`config.mk`:
```
export PLATFORM = sky130hd
export DESIGN_NAME = adc_scan_channel_averager_core
export DESIGN_NICKNAME = d
export VERILOG_FILES = /design/src/rtl/adcavg_pkg.sv /design/src/rtl/adcavg_dp.sv /design/src/rtl/adcavg_ctrl.sv /design/src/rtl/adc_scan_channel_averager_core.sv
export SDC_FILE = /design/constraint.sdc
export NUM_CORES = 1
export LEC_CHECK = 0
export ABC_AREA = 1
export CORE_MARGIN = 3
export CORE_UTILIZATION = 44
export DETAILED_ROUTE_END_ITERATION = 6
export DONT_BUFFER_PORTS = 1
export GPL_TIMING_DRIVEN = 0
export HOLD_SLACK_MARGIN = 0.08
export REMOVE_ABC_BUFFERS = 1
export SKIP_CTS_REPAIR_TIMING = 1
export SYNTH_ARGS = -nofsm -noshare
export SYNTH_HDL_FRONTEND = slang
export SYNTH_SLANG_ARGS = --single-unit
```
`constraint.sdc`:
```
create_clock -name clock -period 11 [get_ports clock]
set_clock_uncertainty 0.15 [all_clocks]
set_input_delay 0 -clock clock [delete_from_list [all_inputs] [get_ports clock]]
set_output_delay 0 -clock clock [all_outputs]
set_load 0.01 [all_outputs]
```
`src/rtl/adcavg_pkg.sv`:
```
// Shared types, codes and constants of the ADC scan channel averager.
`default_nettype none

package adcavg_pkg;

   localparam int SUM_W                = 24;
   localparam int CNT_W                = 9;
   localparam int CNT_STORE_W          = 8;
   localparam int CHAN_W               = 5;
   localparam int SAMPLE_W             = 16;
   localparam int FLAGS_W              = 32;
   localparam int CSR_DATA_W           = 9;
   localparam int CSR_INDEX_W          = 3;
   localparam int DEFAULT_NUM_CHANNELS = 32;

   localparam logic [CNT_W-1:0] AVG_MAX = 9'd256;

   typedef enum logic [1:0] {
      OP_FLAGS  = 2'd0,
      OP_SAMPLE = 2'd1,
      OP_READ   = 2'd2
   } op_type;

   typedef enum logic [1:0] {
      STS_OK           = 2'd0,
      STS_NO_BUFFER    = 2'd1,
      STS_OUT_OF_RANGE = 2'd2,
      STS_NO_DATA      = 2'd3
   } status_type;

   typedef enum logic [CSR_INDEX_W-1:0] {
      CSR_DIFFERENTIAL = 3'd0,
      CSR_FIRST_CHAN   = 3'd1,
      CSR_LAST_CHAN    = 3'd2,
      CSR_AVG_COUNT    = 3'd3,
      CSR_RESTART      = 3'd4,
      CSR_CONTINUOUS   = 3'd5
   } csr_index_type;

   typedef enum logic {
      S_IDLE = 1'b0,
      S_EXEC = 1'b1
   } state_type;

   // Controller to datapath commands.
   typedef struct packed {
      logic capture;
      logic commit;
   } ctrl_cmd_type;

   // Datapath to controller status.
   typedef struct packed {
      logic out_busy;
   } dp_status_type;

endpackage

`default_nettype wire

```
`src/rtl/adcavg_dp.sv`:
```
// Datapath of the ADC scan channel averager: settings, sum store and result register.
`default_nettype none

module adcavg_dp
   import adcavg_pkg::*;
#(
   parameter int NUM_CHANNELS = DEFAULT_NUM_CHANNELS
) (
   input  wire logic                   clock,
   input  wire logic                   reset,
   input  wire logic                   csr_write_enable,
   input  wire logic [CSR_INDEX_W-1:0] csr_index,
   input  wire logic [CSR_DATA_W-1:0]  csr_write_data,
   input  wire logic [1:0]             req_op,
   input  wire logic [SAMPLE_W-1:0]    req_flags_low,
   input  wire logic [SAMPLE_W-1:0]    req_flags_high,
   input  wire logic [CHAN_W-1:0]      req_chan,
   input  wire logic [SAMPLE_W-1:0]    req_sample_first,
   input  wire logic [SAMPLE_W-1:0]    req_sample_second,
   input  wire ctrl_cmd_type           cmd,
   output      dp_status_type          stat,
   input  wire logic                   rsp_ready,
   output      logic                   rsp_valid,
   output      logic [1:0]             rsp_status,
   output      logic                   rsp_average_done,
   output      logic                   rsp_restart_request,
   output      logic [SUM_W-1:0]       rsp_sum_out,
   output      logic [CNT_W-1:0]       rsp_count_out
);

   localparam int ADDR_W = (NUM_CHANNELS > 1) ? $clog2(NUM_CHANNELS) : 1;
   localparam logic [CHAN_W-1:0] TOP_CHAN = CHAN_W'(NUM_CHANNELS - 1);

   // Settings
   logic                  diff_ff;
   logic [CHAN_W-1:0]     first_ff;
   logic [CHAN_W-1:0]     last_ff;
   logic [CNT_W-1:0]      avg_ff;
   logic                  restart_ff;
   logic                  cont_ff;

   // Captured item
   op_type                op_ff;
   logic [FLAGS_W-1:0]    flags_ff;
   logic [CHAN_W-1:0]     chan_ff;
   logic [SAMPLE_W-1:0]   s0_ff;
   logic [SAMPLE_W-1:0]   s1_ff;

   // Store and its registered read
   logic [SUM_W-1:0]       sum_mem [NUM_CHANNELS];
   logic [CNT_STORE_W-1:0] cnt_mem [NUM_CHANNELS];
   logic [NUM_CHANNELS-1:0] valid_ff;
   logic [SUM_W-1:0]       rd_sum_ff;
   logic [CNT_STORE_W-1:0] rd_cnt_ff;
   logic                   rd_valid_ff;

   logic                  b0_ff;
   logic                  b1_ff;

   // Result register
   logic                  out_valid_ff;
   logic                  out_valid_in;
   status_type            out_status_ff;
   logic                  out_done_ff;
   logic                  out_restart_ff;
   logic [SUM_W-1:0]      out_sum_ff;
   logic [CNT_W-1:0]      out_cnt_ff;

   logic [ADDR_W-1:0]     rd_addr;
   logic [ADDR_W-1:0]     wr_addr;
   logic [CHAN_W-1:0]     eff_last;
   logic                  range_empty;
   logic                  chan_in_range;
   logic [FLAGS_W-1:0]    mask;
   logic                  new_b0;
   logic                  new_b1;
   logic [CNT_W-1:0]      eff_avg;
   logic [CNT_W-1:0]      cur_cnt;
   logic                  fresh;
   logic [SUM_W-1:0]      base_sum;
   logic [CNT_W-1:0]      base_cnt;
   logic                  add0;
   logic                  add1;
   logic [SUM_W-1:0]      sum1;
   logic [CNT_W-1:0]      cnt1;
   logic [SUM_W-1:0]      sum2;
   logic [CNT_W-1:0]      cnt2;

   status_type            res_status;
   logic                  res_done;
   logic                  res_restart;
   logic [SUM_W-1:0]      res_sum;
   logic [CNT_W-1:0]      res_cnt;
   logic                  res_write;
   logic                  res_flags;

   assign rd_addr = req_chan[ADDR_W-1:0];
   assign wr_addr = chan_ff[ADDR_W-1:0];

   always_ff @(posedge clock) begin
      if (reset) begin
         diff_ff    <= 1'b0;
         first_ff   <= '0;
         last_ff    <= '0;
         avg_ff     <= CNT_W'(1);
         restart_ff <= 1'b0;
         cont_ff    <= 1'b0;
      end else if (csr_write_enable) begin
         unique case (csr_index_type'(csr_index))
            CSR_DIFFERENTIAL: diff_ff    <= csr_write_data[0];
            CSR_FIRST_CHAN:   first_ff   <= csr_write_data[CHAN_W-1:0];
            CSR_LAST_CHAN:    last_ff    <= csr_write_data[CHAN_W-1:0];
            CSR_AVG_COUNT:    avg_ff     <= csr_write_data[CNT_W-1:0];
            CSR_RESTART:      restart_ff <= csr_write_data[0];
            CSR_CONTINUOUS:   cont_ff    <= csr_write_data[0];
            default: ;
         endcase
      end
   end

   // Hold the item and read the store at the accepted channel.
   always_ff @(posedge clock) begin
      if (cmd.capture) begin
         op_ff       <= op_type'(req_op);
         flags_ff    <= {req_flags_high, req_flags_low};
         chan_ff     <= req_chan;
         s0_ff       <= req_sample_first;
         s1_ff       <= req_sample_second;
         rd_sum_ff   <= sum_mem[rd_addr];
         rd_cnt_ff   <= cnt_mem[rd_addr];
         rd_valid_ff <= valid_ff[rd_addr];
      end
   end

   always_ff @(posedge clock) begin
      if (cmd.commit && res_write) begin
         sum_mem[wr_addr] <= res_sum;
         cnt_mem[wr_addr] <= CNT_STORE_W'(res_cnt - CNT_W'(1));
      end
   end

   always_ff @(posedge clock) begin
      if (reset) begin
         valid_ff <= '0;
         b0_ff    <= 1'b0;
         b1_ff    <= 1'b0;
      end else if (cmd.commit) begin
         if (res_write) valid_ff[wr_addr] <= 1'b1;
         if (res_flags) begin
            b0_ff <= new_b0;
            b1_ff <= new_b1;
         end
      end
   end

   // Scan range and mask
   assign eff_last      = (last_ff > TOP_CHAN) ? TOP_CHAN : last_ff;
   assign range_empty   = first_ff > eff_last;
   assign chan_in_range = !range_empty && (chan_ff >= first_ff) && (chan_ff <= eff_last);

   always_comb begin
      for (int i = 0; i < FLAGS_W; i++) begin
         mask[i] = (CHAN_W'(i) >= first_ff) && (CHAN_W'(i) <= eff_last);
      end
   end

   always_comb begin
      if (range_empty) begin
         new_b0 = 1'b0;
         new_b1 = 1'b0;
      end else if (diff_ff) begin
         new_b0 = (({16'b0, flags_ff[15:0]}) & mask) == mask;
         new_b1 = (({16'b0, flags_ff[31:16]}) & mask) == mask;
      end else begin
         new_b0 = (flags_ff & mask) == mask;
         new_b1 = 1'b0;
      end
   end

   // Accumulate
   assign eff_avg  = (avg_ff == '0) ? CNT_W'(1) : ((avg_ff > AVG_MAX) ? AVG_MAX : avg_ff);
   assign cur_cnt  = {1'b0, rd_cnt_ff} + CNT_W'(1);
   assign fresh    = !rd_valid_ff || (cur_cnt >= eff_avg);
   assign base_sum = fresh ? '0 : rd_sum_ff;
   assign base_cnt = fresh ? '0 : cur_cnt;
   assign add0     = b0_ff && (base_cnt < eff_avg);
   assign sum1     = base_sum + (add0 ? SUM_W'(s0_ff) : '0);
   assign cnt1     = base_cnt + CNT_W'(add0);
   assign add1     = b1_ff && (cnt1 < eff_avg);
   assign sum2     = sum1 + (add1 ? SUM_W'(s1_ff) : '0);
   assign cnt2     = cnt1 + CNT_W'(add1);

   always_comb begin
      res_status  = STS_OK;
      res_done    = 1'b0;
      res_restart = 1'b0;
      res_sum     = '0;
      res_cnt     = '0;
      res_write   = 1'b0;
      res_flags   = 1'b0;
      case (op_ff)
         OP_FLAGS: begin
            res_flags  = 1'b1;
            res_status = (new_b0 || new_b1) ? STS_OK : STS_NO_BUFFER;
         end
         OP_SAMPLE: begin
            if (!chan_in_range) begin
               res_status = STS_OUT_OF_RANGE;
            end else if (!b0_ff && !b1_ff) begin
               res_status = STS_NO_BUFFER;
            end else begin
               res_write = 1'b1;
               res_sum   = sum2;
               res_cnt   = cnt2;
               if ((cnt2 >= eff_avg) && (chan_ff == eff_last)) begin
                  res_done    = 1'b1;
                  res_restart = restart_ff && cont_ff;
               end
            end
         end
         OP_READ: begin
            if (!chan_in_range) begin
               res_status = STS_OUT_OF_RANGE;
            end else if (!rd_valid_ff) begin
               res_status = STS_NO_DATA;
            end else begin
               res_sum = rd_sum_ff;
               res_cnt = cur_cnt;
            end
         end
         default: ;
      endcase
   end

   // Result register
   always_comb begin
      if (cmd.commit) out_valid_in = 1'b1;
      else if (rsp_ready) out_valid_in = 1'b0;
      else out_valid_in = out_valid_ff;
   end

   always_ff @(posedge clock) begin
      if (reset) out_valid_ff <= 1'b0;
      else out_valid_ff <= out_valid_in;
   end

   always_ff @(posedge clock) begin
      if (cmd.commit) begin
         out_status_ff  <= res_status;
         out_done_ff    <= res_done;
         out_restart_ff <= res_restart;
         out_sum_ff     <= res_sum;
         out_cnt_ff     <= res_cnt;
      end
   end

   assign stat.out_busy       = out_valid_ff && !rsp_ready;
   assign rsp_valid           = out_valid_ff;
   assign rsp_status          = out_status_ff;
   assign rsp_average_done    = out_done_ff;
   assign rsp_restart_request = out_restart_ff;
   assign rsp_sum_out         = out_sum_ff;
   assign rsp_count_out       = out_cnt_ff;

   a_commit_loads: assert property (@(posedge clock) disable iff (reset)
      cmd.commit |=> out_valid_ff)
      else $error("result register not loaded after commit");

   a_restart_needs_done: assert property (@(posedge clock) disable iff (reset)
      (out_valid_ff && out_restart_ff) |-> out_done_ff)
      else $error("restart request without average done");

   a_done_is_ok: assert property (@(posedge clock) disable iff (reset)
      (out_valid_ff && out_done_ff) |-> (out_status_ff == STS_OK))
      else $error("average done on a failed item");

   a_write_sets_valid: assert property (@(posedge clock) disable iff (reset)
      (cmd.commit && res_write) |=> valid_ff[$past(wr_addr)])
      else $error("channel not marked valid after update");

endmodule

`default_nettype wire

```
`src/rtl/adcavg_ctrl.sv`:
```
// Controller of the ADC scan channel averager: item sequencing state machine.
`default_nettype none

module adcavg_ctrl
   import adcavg_pkg::*;
(
   input  wire logic          clock,
   input  wire logic          reset,
   input  wire logic          req_valid,
   output      logic          req_ready,
   input  wire dp_status_type stat,
   output      ctrl_cmd_type  cmd
);

   state_type state_ff;
   state_type state_in;

   always_ff @(posedge clock) begin
      if (reset) state_ff <= S_IDLE;
      else state_ff <= state_in;
   end

   always_comb begin
      state_in  = state_ff;
      req_ready = 1'b0;
      cmd       = '0;
      unique case (state_ff)
         S_IDLE: begin
            // hold off new items while reset is applied
            req_ready = !reset;
            if (req_valid && !reset) begin
               cmd.capture = 1'b1;
               state_in    = S_EXEC;
            end
         end
         S_EXEC: begin
            // hold until the result register can take the item
            if (!stat.out_busy) begin
               cmd.commit = 1'b1;
               state_in   = S_IDLE;
            end
         end
         default: state_in = S_IDLE;
      endcase
   end

   a_capture_to_exec: assert property (@(posedge clock) disable iff (reset)
      cmd.capture |=> (state_ff == S_EXEC))
      else $error("capture did not advance to execute");

   a_commit_to_idle: assert property (@(posedge clock) disable iff (reset)
      cmd.commit |=> (state_ff == S_IDLE))
      else $error("commit did not return to idle");

   a_one_command: assert property (@(posedge clock) disable iff (reset)
      !(cmd.capture && cmd.commit))
      else $error("capture and commit in the same cycle");

endmodule

`default_nettype wire

```
`src/rtl/adc_scan_channel_averager_core.sv`:
```
// Top level of the ADC scan channel averager: controller plus datapath.
`default_nettype none

// Per-channel averaging store for a multi-channel ADC scan. Each request item
// is a flags event (records which result buffers are complete against the
// first..last channel mask), a sample (adds one or two samples into the
// channel's 24-bit wrapping sum, restarting the sum once the average count is
// reached) or a read (returns sum and count). Every item yields exactly one
// response item. The idle state takes an item with a registered read of the
// per-channel sum store; the execute state updates the store and loads the
// response register, waiting while a response is held and rsp_ready is low.
// No new item is taken before that. The response register decouples the two
// sides: a new item is taken while the previous response still waits.
// Settings are written through the csr_ port at any time the block is idle
// and take effect on the next item; writing them never clears stored sums.

module adc_scan_channel_averager_core
   import adcavg_pkg::*;
#(
   parameter int NUM_CHANNELS = DEFAULT_NUM_CHANNELS
) (
   input  wire logic                   clock,
   input  wire logic                   reset,
   input  wire logic                   csr_write_enable,
   input  wire logic [CSR_INDEX_W-1:0] csr_index,
   input  wire logic [CSR_DATA_W-1:0]  csr_write_data,
   input  wire logic                   req_valid,
   output      logic                   req_ready,
   input  wire logic [1:0]             req_op,
   input  wire logic [SAMPLE_W-1:0]    req_flags_low,
   input  wire logic [SAMPLE_W-1:0]    req_flags_high,
   input  wire logic [CHAN_W-1:0]      req_chan,
   input  wire logic [SAMPLE_W-1:0]    req_sample_first,
   input  wire logic [SAMPLE_W-1:0]    req_sample_second,
   output      logic                   rsp_valid,
   input  wire logic                   rsp_ready,
   output      logic [1:0]             rsp_status,
   output      logic                   rsp_average_done,
   output      logic                   rsp_restart_request,
   output      logic [SUM_W-1:0]       rsp_sum_out,
   output      logic [CNT_W-1:0]       rsp_count_out
);

   ctrl_cmd_type  cmd;
   dp_status_type stat;

   // Sequence items: capture on accept, commit once the response slot frees.
   adcavg_ctrl u_ctrl (
      .clock     (clock),
      .reset     (reset),
      .req_valid (req_valid),
      .req_ready (req_ready),
      .stat      (stat),
      .cmd       (cmd)
   );

   // Settings, sum store, accumulate logic and response register.
   adcavg_dp #(
      .NUM_CHANNELS (NUM_CHANNELS)
   ) u_dp (
      .clock               (clock),
      .reset               (reset),
      .csr_write_enable    (csr_write_enable),
      .csr_index           (csr_index),
      .csr_write_data      (csr_write_data),
      .req_op              (req_op),
      .req_flags_low       (req_flags_low),
      .req_flags_high      (req_flags_high),
      .req_chan            (req_chan),
      .req_sample_first    (req_sample_first),
      .req_sample_second   (req_sample_second),
      .cmd                 (cmd),
      .stat                (stat),
      .rsp_ready           (rsp_ready),
      .rsp_valid           (rsp_valid),
      .rsp_status          (rsp_status),
      .rsp_average_done    (rsp_average_done),
      .rsp_restart_request (rsp_restart_request),
      .rsp_sum_out         (rsp_sum_out),
      .rsp_count_out       (rsp_count_out)
   );

endmodule

`default_nettype wire

```
==> results.py, run 1 <==
metrics = {
    "floorplan": {
        "die_area_um2": 120200,
        "core_um2": 114800,
        "ioPinCount": 127,
        "rows": 124,
        "initial_core_util": 0.4448,
        "fp.dieW_um": 346.7,
        "die_y_um": 346.7,
    },
    "timing": {
        "worst_pin_slew_ps": 1407,
        "finalCriticalPeriod_ps": 10390,
        "drv_slew": 0,
        "setup_viol_count_final": 0,
        "worst_slack_ps": 612.6,
        "finalCritPeriodShare": 0.9443,
        "max_freq_mhz": 96.27,
        "relSlewSlack": 0.05816,
        "hold_viol_final": 0,
    },
    "power": {
        "p_leak_nw": 20.62,
        "power.density_nw_per_um2": 163.5,
        "peakVddDrop_uv": 129.1,
    },
    "yosys": {
        "synth_cell_types": 55,
        "synth_edf_count": 1165,
        "synth_top_area_cell": "edfxtp_1",
        "synth.most_common_cell": "edfxtp_1",
        "syn_area_um2": 51070,
        "synth_seq_area_share": 0.7078,
        "synthFlopType": "edfxtp_1",
        "netlist_instances": 4090,
        "synth_top_area_frac": 0.6851,
        "synthArstFlopShare": 0,
        "avgSynthCellArea_um2": 12.49,
        "ys_seq_elements": 1223,
        "yosys_warnings": 0,
        "ys_top_cells_by_count": "1165 x edfxtp_1, 709 x nor2_1, 614 x o21ai_0",
        "yosys-top-cells-area": "edfxtp_1 69%, o21ai_0 6.0%, nor2_1 5.2%, o221ai_1 3.7%, dfxtp_1 2.3%",
    },
    "setup_path": {
        "rr_worst_depth": 46,
        "crit_path_end_kind": "register",
        "crit_required_ps": 11390,
        "crit_path_frequent_cell": "nand2_1",
        "critical_path_class": "register to register",
        "cpMaxStageDelayCell": "fa_1",
        "critical_path.max_fanout": 25,
        "start_kind": "register",
        "crit_arrival_ps": 10780,
        "slowest_delay_ps": 570,
    },
    "route": {
        "wl_met2_um": 70110,
        "via_count": 35270,
        "met3_length_um": 14010,
        "routed_via_density": 5.994,
        "drtIter0Drc": 4510,
        "wl_met1_um": 63090,
        "highest_layer": "met5",
        "drc": 0,
        "drt_pass1_iterations": 6,
        "drt-total-wl_um": 152800,
        "ant_nets": 0,
        "wl_per_cell_um": 25.97,
    },
    "global_routing": {
        "grt_max_degree": 531,
        "grt_pass1_wl_um": 212800,
        "overflow": 0,
        "antenna_found_initial": 4,
        "grt_util_all_layers": 0.2372,
        "grt_pass1_vias": 31940,
    },
    "cells_and_area": {
        "seqCellArea_um2": 36140,
        "diodes": 0,
        "drive_above_1_share": 0.09675,
        "fin_nets": 4445,
        "area_growth_pct": 18.52,
        "fin_util": 0.5272,
        "multi_input_area_um2": 13670,
        "fillers": 9603,
    },
    "clocking": {
        "ctsLongestPathBuffers": 3,
        "numCtsBuffers": 121,
        "cts_tree": "yes",
        "clkTransAtPathRegs_ps": 60,
        "clock-root-buffer": "clkbuf_16",
        "clock_latency_ps": 730,
        "htreeDepth": 3,
        "clkSinkCount": 1223,
    },
    "hold_path": {
        "hold_path.class": "primary input to register",
        "whs_path_depth": 4,
    },
    "placement": {
        "place_congestion": 0.9118,
        "dp_hpwl_um": 84600,
        "pre_cts_slack_ps": -770.7,
        "port_buffers": 0,
    },
    "status": {
        "status": "completed",
    },
    "flow_run": {
        "maxCapViolCount": 0,
    },
}
## where the power goes
part           internal (W)  switching (W)
logic              0.000207       0.000399
clock network       0.00241        0.00177
registers           0.00508      0.0000303
## critical path: cells and delay by family (launching register included)
| kind | cells | cell delay [ps] |
|---|---|---|
| simple gates | 21 | 3040 |
| fa+ha+maj | 7 | 2230 |
| compound gates | 7 | 2070 |
| buf+inv | 9 | 1370 |
| xor+xnor | 2 | 770 |
| flops | 1 | 550 |
## per-layer routing
metal / up-vias / track usage
li1: 15590 / -
met1: 17460 / 0.3424
met2: 1861 / 0.3671
met3: 354 / 0.04015
met4: 2 / 0.07958
met5: - / 0
## cell families (layout without fill, tap and decap cells)
logic type | Yosys count | in the layout | synth area share
buffers and inverters | 441 | 723 | 0.03283
flip-flops | 1223 | 1223 | 0.7078
AO/OA/AOI/OAI | 1125 | 1125 | 0.1346
adder cells (fa/ha/maj) | 92 | 92 | 0.02504
XOR/XNOR | 14 | 14 | 0.002769
AND/OR/NAND/NOR | 1195 | 1195 | 0.09700
## state kept, by name, indices dropped and copies added (netlist names), 5 cells and up
name and count:
u_dp.sum_mem 768, u_dp.cnt_mem 256, u_dp.flags_ff 32, u_dp.valid_ff 32, u_dp.rd_sum_ff 24, u_dp.rsp_sum_out 24
u_dp.s0_ff 16, u_dp.s1_ff 16, u_dp.avg_ff 9, u_dp.rsp_count_out 9, u_dp.rd_cnt_ff 8, u_dp.chan_ff 5
u_dp.first_ff 5, u_dp.last_ff 5
## path summary, 6_finish.rpt
| kind | slack, ps | to | startpoint |
|---|---|---|---|
| max | 610 | u_dp.sum_mem[5][10]$_DFFE_PP_ | u_dp.rd_cnt_ff[0]$_DFFE_PP_ |
| min | 40 | u_dp.rd_sum_ff[10]$_DFFE_PP_ | req_chan[0] |
| max reg2reg | 610 | u_dp.sum_mem[5][10]$_DFFE_PP_ | u_dp.rd_cnt_ff[0]$_DFFE_PP_ |
| min reg2reg | 310 | u_dp.valid_ff[29]$_SDFFE_PP0P_ | u_dp.valid_ff[29]$_SDFFE_PP0P_ |
## cell usage in the layout, fill, tap and decap left out, types with 7 or more instances in the layout
master         count
nand2_1          271
buf_6             13
nor3_1            28
nand4_1           14
clkbuf_16        123
bufinv_16         15
clkbuf_1          26
nand3_1          122
a31oi_1           35
inv_1            166
o211ai_1          13
dlygate4sd3_1    184
ha_1              75
dfxtp_1           58
buf_8             23
o21ai_0          614
a21oi_2           22
nand2_2           10
nor2_1           674
clkinv_2          19
clkinv_1          38
edfxtp_1        1165
a21oi_1           78
inv_2             13
fa_1              17
a32oi_1           30
buf_16            28
nor2_2             7
o221ai_1         216
nor2_4            40
buf_12            45
o21a_1            33
o22ai_1           55
## stage by stage
| stage | cells | TNS [ps] | instance area (µm²) | power, W | hold slack (ps) |
|---|---|---|---|---|---|
| after floorplan | 3843 | 0 | 50120 | 0.005540 | -107.1 |
| after global placement | 5355 | -1462830 | 52010 | 0.005725 | -102.2 |
| after detailed placement | 5457 | -196590 | 54410 | 0.005689 | -102.6 |
| after CTS | 5687 | -237660 | 58410 | 0.009816 | -855.9 |
| after global routing | 5884 | -59.99 | 60530 | 0.01019 | 35.32 |
| final | 5884 | 0 | 60530 | 0.009899 | 43.54 |
## area by class of cell
class | count | area share
clock buffer | 150 | 0.05269
clock inverter | 80 | 0.01346
inverter | 194 | 0.01269
multi-input combinational | 2426 | 0.2258
sequential | 1223 | 0.5972
tap | 1512 | 0.03126
timing repair buffer | 299 | 0.06692
(Power assumes the default switching activity.)
==> run 2: changes to the inputs <==
--- a/config.mk
+++ b/config.mk
@@ -12,6 +12,7 @@
 export DONT_BUFFER_PORTS = 1
 export GPL_TIMING_DRIVEN = 0
 export HOLD_SLACK_MARGIN = 0.08
+export RECOVER_POWER = 100
 export REMOVE_ABC_BUFFERS = 1
 export SKIP_CTS_REPAIR_TIMING = 1
 export SYNTH_ARGS = -nofsm -noshare
==> run 2 against run 1 <==
Compared with the run above: the flow now finishes with violations (capacitance limit, slew limit); clock power hardly changed; clock-buffer cell count did not move; critical path depth down 37; wire length up 0.20%; global-route usage stayed put; hold slack better by 22 ps; maximum frequency decreased by 4.9%; first-iteration DRC count rose by 0.51%; flip-flop and latch count unchanged; cell area shrank 2.6%; sequential power barely moved; critical path type is now primary input to register; critical endpoint is now u_dp.rd_cnt_ff[1]$_DFFE_PP_; highest routed layer unchanged.
==> results.py, run 2 (synthesis results as in run 1) <==
metrics = {
    "status": {
        "status": "finished, violations left",
        "failed_checks": "capacitance limit, slew limit",
    },
    "placement": {
        "port_buffers": 0,
        "dp_cells": 5457,
        "pre_cts_slack_ps": -770.7,
        "dp_hpwl_um": 84600,
        "place_congestion": 0.9118,
        "dpl_cell_area_um2": 54410,
    },
    "global_routing": {
        "overflow": 0,
        "grt_util_all_layers": 0.2372,
        "grt_max_degree": 531,
        "grt_pass1_wl_um": 212800,
        "antenna_found_initial": 4,
        "grt_pass1_vias": 31940,
    },
    "route": {
        "ant_nets": 0,
        "drc": 0,
        "drtIter0Drc": 4533,
        "via_count": 35180,
        "drt_pass1_iterations": 6,
        "wl_per_cell_um": 26.02,
        "routed_via_density": 5.978,
        "drt-total-wl_um": 153100,
    },
    "clocking": {
        "clock-root-buffer": "clkbuf_16",
        "htreeDepth": 3,
        "clkTransAtPathRegs_ps": 60,
        "ctsLongestPathBuffers": 3,
        "clock_latency_ps": 730,
        "numCtsBuffers": 121,
        "cts_tree": "yes",
        "clkSinkCount": 1223,
    },
    "cells_and_area": {
        "drive_above_1_share": 0.06976,
        "area_growth_pct": 15.50,
        "multi_input_area_um2": 13350,
        "largest_reg_flops": 768,
        "instances_no_fill": 5884,
        "layout_commonest_cell": "edfxtp_1",
        "largest_register": "u_dp.sum_mem",
        "diodes": 0,
        "largest_registers": "u_dp.sum_mem x768, u_dp.cnt_mem x256",
        "fin_nets": 4445,
        "fillers": 9853,
        "final_cell_mix": "1165 x edfxtp_1, 708 x nor2_1, 614 x o21ai_0, 271 x nand2_1, 216 x o221ai_1",
        "fin_util": 0.5137,
        "finalInstanceArea_um2": 58980,
        "seqCellArea_um2": 36140,
    },
    "setup_path": {
        "crit_arrival_ps": 11230,
        "crit-reg2reg-launch": "u_dp.rd_cnt_ff[0]$_DFFE_PP_",
        "start_kind": "primary input",
        "rrSetupSlack_ps": 590,
        "crit_path_end_kind": "register",
        "regToRegEndpoint": "u_dp.sum_mem[5][10]$_DFFE_PP_",
        "crit_required_ps": 11310,
        "critical_path_class": "primary input to register",
        "rr_worst_depth": 46,
        "critical_path.max_fanout": 133,
    },
    "timing": {
        "relSlewSlack": -5.902,
        "finalCritPeriodShare": 0.9934,
        "max_freq_mhz": 91.52,
        "hold_viol_final": 0,
        "setup_viol_count_final": 0,
        "worst_pin_slew_ps": 10350,
        "finalCriticalPeriod_ps": 10930,
        "worst_slack_ps": 72.88,
        "drv_slew": 1410,
    },
    "hold_path": {
        "hold_path_end": "u_dp.rd_sum_ff[0]$_DFFE_PP_",
        "whs_path_depth": 4,
        "min-delay-start": "req_chan[0]",
        "hold_path.class": "primary input to register",
    },
    "power": {
        "power.density_nw_per_um2": 168.1,
        "fin_total_pwr_w": 0.009914,
        "p_leak_nw": 20.07,
        "peakVddDrop_uv": 129.5,
    },
    "floorplan": {
        "core_um2": 114800,
        "die_y_um": 346.7,
        "ioPinCount": 127,
        "die_area_um2": 120200,
        "initial_core_util": 0.4448,
        "fp.dieW_um": 346.7,
        "rows": 124,
    },
    "flow_run": {
        "maxCapViolCount": 48,
    },
}
run 2: changes by cell type in the layout (fill, tap and decap cells not counted), sizes merged:
cell           change
clkdlybuf4s25      +1
dlymetal6s2s       +1
buf               -78
clkbuf            +76
run 2: through the flow:
stage	TNS, ps	hold WS [ps]
floorplan	0	-107.1
global placement	-1462830	-102.2
detailed placement	-196590	-102.6
CTS	-237660	-855.9
global route	-87.24	33.46
finish	0	65.28
run 2: layout make-up:
type,count,area share
flip-flops and latches,1223,0.6128
multi-input cells,2426,0.2264
clock buffers,150,0.05407
repair buffers,299,0.04779
well taps,1512,0.03207
clock inverters,80,0.01381
inverters,194,0.01303
run 2: worst max-delay path, cell delays in order:
cell and delay, ps:
dlygate4sd3_1 610, clkbuf_1 6580, inv_8 1770, o21ai_0 670, o21ai_0 130, dlygate4sd3_1 580, nor2_1 100, a31oi_1 50
dlygate4sd3_1 610
run 2: worst max path at each step:
stage | to | slack [ps] | start | depth (start not counted)
global placement | u_dp.rd_sum_ff[21]$_DFFE_PP_ | -5340 | req_chan[0] | 7
CTS | u_dp.sum_mem[16][19]$_DFFE_PP_ | -900 | u_dp.rd_cnt_ff[0]$_DFFE_PP_ | 47
finish | u_dp.rd_cnt_ff[1]$_DFFE_PP_ | 70 | req_chan[2] | 9
global route | u_dp.rd_cnt_ff[1]$_DFFE_PP_ | -40 | req_chan[2] | 9
floorplan | u_dp.rsp_sum_out[19]$_DFFE_PP_ | 2110 | u_dp.rd_cnt_ff[3]$_DFFE_PP_ | 49
detailed placement | u_dp.sum_mem[17][19]$_DFFE_PP_ | -770 | u_dp.rd_cnt_ff[0]$_DFFE_PP_ | 47
run 2: metal layers:
metal	up-vias	track usage	share of wire
met4	2	0.07958	0.035
met2	1789	0.3671	0.46
met5	-	0	0.000072
met1	17460	0.3424	0.41
met3	337	0.04015	0.091
li1	15590	-	-
run 2: where the power goes:
group	internal (W)	switching (W)
sequential	0.00508	0.0000303
clock	0.00241	0.00178
combinational	0.000220	0.000395
total	0.00771	0.00220
